### config.mk
export PLATFORM = sky130hd
export DESIGN_NAME = peano_curve_index_3d
export DESIGN_NICKNAME = d
export VERILOG_FILES = /design/src/hw/rtl/pci3_pkg.sv /design/src/hw/rtl/pci3_cell.sv /design/src/hw/rtl/peano_curve_index_3d.sv
export SDC_FILE = /design/constraint.sdc
export NUM_CORES = 2
export LEC_CHECK = 0
export BUFFER_PORTS_ARGS = -buffer_cell sky130_fd_sc_hd__buf_2
export CAP_MARGIN = 20
export CORE_UTILIZATION = 55
export CTS_BUF_LIST = sky130_fd_sc_hd__clkbuf_16
export CTS_CLUSTER_DIAMETER = 150
export CTS_CLUSTER_SIZE = 20
export DETAILED_ROUTE_END_ITERATION = 10
export PLACE_DENSITY = 0.71
export SYNTH_ARGS = -nofsm -noshare
export SYNTH_HDL_FRONTEND = slang
export SYNTH_SLANG_ARGS = --single-unit
### constraint.sdc
create_clock -name clk_i -period 22.2 [get_ports clk_i]
set_clock_uncertainty 0.05 [all_clocks]
set_input_delay 1.11 -clock clk_i [delete_from_list [all_inputs] [get_ports clk_i]]
set_output_delay 1.11 -clock clk_i [all_outputs]
set_load 0.1 [all_outputs]
### src/hw/rtl/pci3_pkg.sv
// ----------------------------------------------------------------------------
// pci3_pkg
// Types, widths and elaboration-time helpers for the 3-D Peano curve index.
// ----------------------------------------------------------------------------
package pci3_pkg;

  localparam int unsigned COORD_W    = 21;
  localparam int unsigned INDEX_W    = 62;
  localparam int unsigned DIGIT_W    = 2;
  localparam int unsigned GROUP_W    = 5;
  localparam int unsigned MAX_DIGITS = 13;

  // Data carried from cell to cell: the coordinate remainders still to be
  // split, the parity of the digits consumed so far, the partial index and
  // the range flag.
  typedef struct packed {
    logic [COORD_W-1:0] rem_x;
    logic [COORD_W-1:0] rem_y;
    logic [COORD_W-1:0] rem_z;
    logic               par_x;
    logic               par_y;
    logic               par_z;
    logic [INDEX_W-1:0] idx;
    logic               err;
  } lane_t;

  // 3^n, used at elaboration only.
  function automatic logic [63:0] pow3(input int unsigned n);
    logic [63:0] p;
    p = 64'd1;
    for (int unsigned i = 0; i < n; i++) begin
      p = p * 64'd3;
    end
    return p;
  endfunction

  // Leading base-3 digit of v, given the weight p of that digit.
  function automatic logic [DIGIT_W-1:0] digit_of(input logic [COORD_W-1:0] v,
                                                  input logic [COORD_W-1:0] p);
    logic [DIGIT_W-1:0] d;
    if ({1'b0, v} >= {p, 1'b0}) begin
      d = 2'd2;
    end else if (v >= p) begin
      d = 2'd1;
    end else begin
      d = 2'd0;
    end
    return d;
  endfunction

  // d or its reflection 2-d.
  function automatic logic [DIGIT_W-1:0] reflect(input logic [DIGIT_W-1:0] d,
                                                 input logic flip);
    return flip ? DIGIT_W'(2'd2 - d) : d;
  endfunction

endpackage

### src/hw/rtl/pci3_cell.sv
// ----------------------------------------------------------------------------
// pci3_cell
// One level of the curve: splits off one base-3 digit per coordinate,
// reflects it and adds the digit group into the index, then registers.
// ----------------------------------------------------------------------------
module pci3_cell #(
  parameter int unsigned DIGITS = 13,
  parameter int unsigned LEVEL  = 0
) (
  input  logic            clk_i,
  input  logic            rst_ni,
  input  logic            valid_i,
  output logic            ready_o,
  input  pci3_pkg::lane_t lane_i,
  output logic            valid_o,
  input  logic            ready_i,
  output pci3_pkg::lane_t lane_o
);

  localparam int unsigned SHIFT = DIGITS - 1 - LEVEL;
  localparam logic [pci3_pkg::COORD_W-1:0] DigitWeight =
    pci3_pkg::COORD_W'(pci3_pkg::pow3(SHIFT));
  localparam logic [pci3_pkg::INDEX_W-1:0] GroupWeight =
    pci3_pkg::INDEX_W'(pci3_pkg::pow3(3 * SHIFT));

  logic                             valid_q;
  pci3_pkg::lane_t                  lane_q, lane_d;
  logic [pci3_pkg::DIGIT_W-1:0]     dx, dy, dz, rx, ry, rz;
  logic                             bx, by, bz;
  logic [pci3_pkg::GROUP_W-1:0]     group;
  logic [pci3_pkg::INDEX_W-1:0]     term;

  always_comb begin
    dx = pci3_pkg::digit_of(lane_i.rem_x, DigitWeight);
    dy = pci3_pkg::digit_of(lane_i.rem_y, DigitWeight);
    dz = pci3_pkg::digit_of(lane_i.rem_z, DigitWeight);
    // Odd digits are the ones equal to 1.
    bx = (dx == 2'd1);
    by = (dy == 2'd1);
    bz = (dz == 2'd1);
    rx = pci3_pkg::reflect(dx, lane_i.par_y ^ lane_i.par_z);
    ry = pci3_pkg::reflect(dy, lane_i.par_x ^ bx ^ lane_i.par_z);
    rz = pci3_pkg::reflect(dz, lane_i.par_x ^ bx ^ lane_i.par_y ^ by);
    group = pci3_pkg::GROUP_W'(rx) * 5'd9 + pci3_pkg::GROUP_W'(ry) * 5'd3
          + pci3_pkg::GROUP_W'(rz);
    // group times a constant weight, as a sum of shifted copies.
    term = '0;
    for (int unsigned b = 0; b < pci3_pkg::GROUP_W; b++) begin
      if (group[b]) begin
        term = term + (GroupWeight << b);
      end
    end

    lane_d       = lane_i;
    lane_d.rem_x = lane_i.rem_x - pci3_pkg::COORD_W'(dx) * DigitWeight;
    lane_d.rem_y = lane_i.rem_y - pci3_pkg::COORD_W'(dy) * DigitWeight;
    lane_d.rem_z = lane_i.rem_z - pci3_pkg::COORD_W'(dz) * DigitWeight;
    lane_d.par_x = lane_i.par_x ^ bx;
    lane_d.par_y = lane_i.par_y ^ by;
    lane_d.par_z = lane_i.par_z ^ bz;
    lane_d.idx   = lane_i.idx + term;
  end

  assign ready_o = !valid_q || ready_i;

  always_ff @(posedge clk_i or negedge rst_ni) begin
    if (!rst_ni) begin
      valid_q <= 1'b0;
    end else if (ready_o) begin
      valid_q <= valid_i;
    end
  end

  always_ff @(posedge clk_i) begin
    if (valid_i && ready_o) begin
      lane_q <= lane_d;
    end
  end

  assign valid_o = valid_q;
  assign lane_o  = lane_q;

endmodule

### src/hw/rtl/peano_curve_index_3d.sv
// ----------------------------------------------------------------------------
// peano_curve_index_3d
// Position of a 3-D point along a Peano space-filling curve.
// ----------------------------------------------------------------------------
//
//   Channel | Handshake                | Beat payload
//   --------+--------------------------+--------------------------------------
//   in      | in_valid_i / in_ready_o  | coord_x_i, coord_y_i, coord_z_i
//   out     | out_valid_o / out_ready_i| curve_index_o, range_error_o
//
// An accepted input beat passes through the row of DIGITS cells, one per
// base-3 level, each a register stage. One beat is accepted per cycle while
// no stall from the output has backed up the row to the input.
// Reset clears only the valid bit of every cell; the block needs no warm-up.
// Each cell stalls on its own: it holds its beat while the next one is full
// and blocked, so empty cells keep filling while a result waits at the output.
//
// The coordinates are checked against 3^DIGITS before the first cell. Each
// cell then takes the leading digit of each remainder by two compares against
// its level's weight, reflects it (d becomes 2-d) when the parity of the
// other coordinates' digits ranking above it is odd, and adds the base-27
// group x*9 + y*3 + z times 27^(level weight) into the running index. Digit
// parities travel down the row along with the remainders. A coordinate out of
// range sets range_error and forces the index to zero at the output.
module peano_curve_index_3d #(
  parameter int unsigned DIGITS = 13
) (
  input  logic                           clk_i,
  input  logic                           rst_ni,
  input  logic                           in_valid_i,
  output logic                           in_ready_o,
  input  logic [pci3_pkg::COORD_W-1:0]   coord_x_i,
  input  logic [pci3_pkg::COORD_W-1:0]   coord_y_i,
  input  logic [pci3_pkg::COORD_W-1:0]   coord_z_i,
  output logic                           out_valid_o,
  input  logic                           out_ready_i,
  output logic [pci3_pkg::INDEX_W-1:0]   curve_index_o,
  output logic                           range_error_o
);

  localparam logic [pci3_pkg::COORD_W:0] Limit =
    (pci3_pkg::COORD_W + 1)'(pci3_pkg::pow3(DIGITS));

  logic            valid [DIGITS+1];
  logic            ready [DIGITS+1];
  pci3_pkg::lane_t lane  [DIGITS+1];

  // Entry of the row: full coordinates, no digits consumed yet.
  always_comb begin
    lane[0]       = '0;
    lane[0].rem_x = coord_x_i;
    lane[0].rem_y = coord_y_i;
    lane[0].rem_z = coord_z_i;
    lane[0].err   = ({1'b0, coord_x_i} >= Limit) || ({1'b0, coord_y_i} >= Limit)
                 || ({1'b0, coord_z_i} >= Limit);
  end

  assign valid[0]   = in_valid_i;
  assign in_ready_o = ready[0];

  for (genvar k = 0; k < DIGITS; k++) begin : g_cell
    pci3_cell #(
      .DIGITS (DIGITS),
      .LEVEL  (k)
    ) u_cell (
      .clk_i   (clk_i),
      .rst_ni  (rst_ni),
      .valid_i (valid[k]),
      .ready_o (ready[k]),
      .lane_i  (lane[k]),
      .valid_o (valid[k+1]),
      .ready_i (ready[k+1]),
      .lane_o  (lane[k+1])
    );
  end

  assign ready[DIGITS]  = out_ready_i;
  assign out_valid_o    = valid[DIGITS];
  assign range_error_o  = lane[DIGITS].err;
  assign curve_index_o  = lane[DIGITS].err ? '0 : lane[DIGITS].idx;

endmodule

After elaboration in Yosys (flattened, before gate mapping)
Cells that the tools add are included.
- bits in registers: 1624
- input port bits: 67
- output and inout bits: 65
- logic and storage cells: 762
- $add $sub $neg: 164
- multipliers: 62
- order comparisons: 81
- equal/unequal tests: 38
- multiplexer cells: 182
- bitwise gates (word level): 83
- reduce and logical (&&, ||, !) cells: 41
- operator list (operator ; number):
    62-bit 2-to-1 mux ; 53
    62-bit adder ; 12
    2-bit 2-to-1 mux ; 77
    21-bit by 13-bit >= comparator with 1-bit output, second input constant ; 6
    21-bit by 16-bit >= comparator with 1-bit output, second input constant ; 6
    21-bit by 2-bit >= comparator with 1-bit output, second input constant ; 6
    21-bit >= comparator, second input constant ; 6
    21-bit by 5-bit >= comparator with 1-bit output, second input constant ; 6
    21-bit by 8-bit >= comparator with 1-bit output, second input constant ; 6
    1-bit XOR ; 83
    2-bit by 1-bit == test with 1-bit output, second input constant ; 38
    2-bit subtractor, first input constant ; 38
    5-bit by 2-bit adder with 5-bit output ; 13
    5-bit by 4-bit adder with 5-bit output ; 13
    2-bit by 4-bit multiplier with 5-bit output, second input constant ; 13
    2-bit by 2-bit multiplier with 4-bit output, second input constant ; 16
    21-bit by 1-bit >= comparator with 1-bit output, second input constant ; 3
    21-bit by 10-bit >= comparator with 1-bit output, second input constant ; 3
    21-bit by 11-bit >= comparator with 1-bit output, second input constant ; 3
    21-bit by 12-bit >= comparator with 1-bit output, second input constant ; 3
    21-bit by 14-bit >= comparator with 1-bit output, second input constant ; 3
    21-bit by 15-bit >= comparator with 1-bit output, second input constant ; 3
    21-bit by 17-bit >= comparator with 1-bit output, second input constant ; 3
    21-bit by 18-bit >= comparator with 1-bit output, second input constant ; 3
    other kinds (98) ; 235

Depth between registers and ports, before layout
- word-level depth: 20
- gate-level depth with buffers: 51
- gate-level depth less buffers: 48

Cells and area by module
From an unflattened synthesis, not the netlist that was laid out.
- cells, all modules: 14637
- area, all modules: 139153.5 um^2
- modules (own cells, without submodules) (module ; instances ; cells an instance ; area an instance (um^2) ; seq. area each (um^2)):
    pci3_cell at g_cell[1].u_cell ; 1 ; 1634 ; 14127.3 ; 3898.7
    pci3_cell at g_cell[2].u_cell ; 1 ; 1587 ; 13678.1 ; 3898.7
    pci3_cell at g_cell[0].u_cell ; 1 ; 1536 ; 13394.1 ; 3898.7
    pci3_cell at g_cell[3].u_cell ; 1 ; 1357 ; 12378.1 ; 3898.7
    pci3_cell at g_cell[5].u_cell ; 1 ; 1248 ; 11471.0 ; 3898.7
    pci3_cell at g_cell[4].u_cell ; 1 ; 1160 ; 11001.8 ; 3898.7
    pci3_cell at g_cell[6].u_cell ; 1 ; 1173 ; 10989.3 ; 3898.7
    pci3_cell at g_cell[7].u_cell ; 1 ; 1094 ; 10452.5 ; 3898.7
    pci3_cell at g_cell[9].u_cell ; 1 ; 903 ; 9162.5 ; 3898.7
    pci3_cell at g_cell[8].u_cell ; 1 ; 823 ; 8793.4 ; 3898.7
    pci3_cell at g_cell[10].u_cell ; 1 ; 786 ; 8459.4 ; 3898.7
    pci3_cell at g_cell[11].u_cell ; 1 ; 681 ; 7746.2 ; 3898.7
    pci3_cell at g_cell[12].u_cell ; 1 ; 551 ; 6814.0 ; 3898.7
    peano_curve_index_3d ; 1 ; 104 ; 685.7 ; 0.0

Least setup slack after synthesis
No wires, ideal clock.
- path type: input to register
- start: input port out_ready_i
- end: register g_cell[11].u_cell.lane_q, in the netlist g_cell[11].u_cell.lane_o[0] (enable)
- setup time: 0.814 ns
- arrival time: 10.521 ns
- data required time: 21.336 ns
- path slack: 10.815 ns
- cell stages on the path: 2
- buffers on the path: 0
- cell sequence: nor2b_1 > a21boi_0
- word-level cells in the longest chain between the ends: 3
- RTL lines (element ; line ; source):
    from (decl) ; peano_curve_index_3d.sv:36 ; input logic out_ready_i,
    1-bit logical OR (2 in a row) ; pci3_cell.sv:64 ; assign ready_o = !valid_q || ready_i;
    1-bit logical AND ; pci3_cell.sv:75 ; if (valid_i && ready_o) begin
    to (signal assigned) ; pci3_cell.sv:76 ; lane_q <= lane_d;
    to (decl) ; pci3_cell.sv:27 ; pci3_pkg::lane_t lane_q, lane_d;
Every way passes these cells.
A chain may end at the register's enable or synchronous reset.

==> flow_metrics.py <==
metrics = {
    "grt": {
        "grtUsageTotal_pct": 24.61,
        "grt_pass1_wl_um": 474400,
        "antenna_found_initial": 0,
        "grt_pass1_vias": 93240,
        "grt-ovfl-total": 0,
        "grt_max_degree": 109,
    },
    "synth": {
        "synth-seq-cells": 1624,
        "synth_edf_count": 1611,
        "seq_area_frac_synth_pct": 38.16,
        "async_reset_ff_share_pct": 0.8005,
        "synth_top_cell_area_share_pct": 37.91,
        "yosys-top-cells-count": "1,611 x edfxtp_1, 1,256 x ha_1, 1,193 x xnor2_1",
        "yosysMostFrequentCell": "edfxtp_1",
        "ys.flop_type": "edfxtp_1",
        "synth.avg_cell_area_um2": 9.573,
        "yosys_warnings": 0,
        "post_synth_main_area_contributors": "edfxtp_1 38%, ha_1 12%, xnor2_1 8.2%",
        "yosysUniqueCellTypes": 120,
        "yosysTopAreaCell": "edfxtp_1",
        "netlist_area_um2": 127600,
        "synth_cells": 13330,
    },
    "clock_network": {
        "post_cts_buffers": 0,
        "h-tree-depth": 3,
        "root_buffer": "clkbuf_16",
        "clk_pin_slew_ns": 0.08,
        "clock_latency_ns": 0.79,
        "cts_made_buffers": 91,
        "hold_buffers": 0,
        "ctsLongestPathBuffers": 3,
        "cts_resized": 0,
        "cts.sinks": 1624,
        "cts_tree": "built",
    },
    "drt": {
        "drc_errors": 0,
        "drt-initial-drc-count": 5148,
        "via_per_inst": 5.705,
        "postRouteAntennaNets": 0,
        "wl_um": 293300,
        "dr.pass1.iters": 8,
        "num_vias": 93860,
        "wl_per_cell_um": 17.83,
    },
    "critical_path": {
        "cp.required_ns": 22.67,
        "slowest_stage": "fa_1",
        "crit_path_max_fanout": 13,
        "cp-start-kind": "register",
        "slowest_delay_ns": 0.78,
        "cp.arrival_ns": 12.65,
        "path_class": "reg2reg",
        "end_kind": "register",
    },
    "die": {
        "io-pin-count": 132,
        "die_h_um": 483.7,
        "fp-row-count": 176,
        "placeableCoreArea_um2": 230300,
        "initial_core_util_pct": 55.40,
        "chipWidth_um": 483.7,
        "die_area_um2": 234000,
    },
    "cells_and_area": {
        "instances_no_fill": 16450,
        "layout-drive-gt1-share_pct": 4.022,
        "area_delta_synth_final_pct": 5.453,
        "multi_input_area_um2": 73810,
        "fill_cells": 19570,
        "fin_util_pct": 58.43,
        "seq_area_um2": 48700,
        "nets": 14800,
        "antenna_cells": 0,
    },
    "timing": {
        "setup_viol": 0,
        "rsz0062_at_grt": "no",
        "slew_viol_final": 0,
        "hold_viol": 0,
        "max_freq_mhz": 82.10,
        "min_period_ns": 12.18,
        "max-slew-margin-rel_pct": 25.77,
        "worst_pin_slew_ns": 1.108,
        "post-route-period-util_pct": 54.86,
        "tns_ns": 0,
    },
    "run": {
        "drv_cap": 0,
    },
    "placed_design": {
        "io_buffers": 131,
        "dp_hpwl_um": 236700,
        "dp_cells": 16330,
        "gp_congestion": 0.9503,
    },
    "run_status": {
        "status": "finished, final reports clean",
    },
    "min_path": {
        "hp-class": "in2async",
    },
}
==> cells in the final DEF, fill, tap and decap left out, types with 142 or more instances in the layout <==
cell type	netlist	layout
nor2b_1	201	198
nand2_1	1022	1022
and3_1	151	151
nand3_1	332	332
xnor2_1	1193	1186
inv_1	1136	1159
o21bai_1	151	151
a21o_1	259	259
a31oi_1	144	142
nor3_1	343	343
a21oi_1	812	812
o21a_1	157	157
nand2b_1	271	271
xor2_1	753	751
o21ai_0	572	571
edfxtp_1	1611	1611
ha_1	1256	1256
nor2_1	1021	1020
==> per-layer routing <==
layer | GRT usage (%) | part of all wire [%] | vias up
met5 | 0 | 0 | -
met3 | 1.810 | 2.9 | 530
met1 | 29.43 | 43 | 43840
met4 | 10.04 | 4.0 | 0
li1 | - | - | 47600
met2 | 45.43 | 50 | 1892
==> layout make-up <==
cell class,count,share of cell area [%]
inverters,1149,3.205
clock inverters,31,0.1999
repair buffers,229,1.037
multi-input cells,10300,54.85
clock buffers,92,1.711
flip-flops and latches,1624,36.19
well taps,3026,2.813
==> critical path: cells and delay by family, from the launching register on <==
family	cells	cell delay, ns
compound gates	19	4.67
fa+ha+maj	4	2.51
simple gates	10	2.18
xor+xnor	4	1.01
mux	1	0.57
flops	1	0.50
buf+inv	1	0.41
==> registers in the layout, summed over array words and instances (netlist names) <==
register,flops
g_cell.u_cell.valid_o,13
g_cell.u_cell.lane_o,1611
==> final timing paths <==
| path | start | endpoint | slack, ns | cells past startpoint |
|---|---|---|---|---|
| worst max register to register | g_cell[3].u_cell.lane_o[124] | g_cell[4].u_cell.lane_o[53] | 10.02 | 39 |
| worst min-delay path | rst_ni | g_cell[4].u_cell.valid_o | 0.21 | 1 |
| min in group clk_i | g_cell[5].u_cell.lane_o[0] | g_cell[6].u_cell.lane_o[0] | 0.35 | 0 |
| max in group asynchronous | rst_ni | g_cell[10].u_cell.valid_o | 21.58 | 1 |
| worst max-delay path | g_cell[3].u_cell.lane_o[124] | g_cell[4].u_cell.lane_o[53] | 10.02 | 39 |
| worst min register to register | g_cell[5].u_cell.lane_o[0] | g_cell[6].u_cell.lane_o[0] | 0.35 | 0 |
==> logic make-up (layout without fill, tap and decap cells) <==
kind of cell / Yosys count / after routing / share of synthesized area, %
muxes: 77 / 77 / 0.6226
AOI/OAI and AO/OA: 2833 / 2833 / 14.19
buffers and inverters: 1409 / 1501 / 4.162
adders and majority gates: 1335 / 1335 / 13.54
DFF: 1624 / 1624 / 38.16
xor gates and xnor gates: 1952 / 1952 / 13.45
other: 1 / 3 / 0.002938
and+or+nand+nor: 4100 / 4100 / 15.87
==> per-stage QoR <==
stage / setup WS, ns / hold WS, ns / instance area (um2)
2_1_floorplan: 10.81 / 0.3503 / 127600
3_3_place_gp: 10.17 / 0.3543 / 132000
3_5_place_dp: 10.08 / 0.3566 / 132000
4_1_cts: 10.03 / 0.1348 / 134600
5_1_grt: 9.068 / 0.2048 / 134600
6_report: 10.02 / 0.2150 / 134600
Power is left out: the tool's default activity adds up to more than one toggle a clock period on the data nets, which glitch-free logic cannot reach.
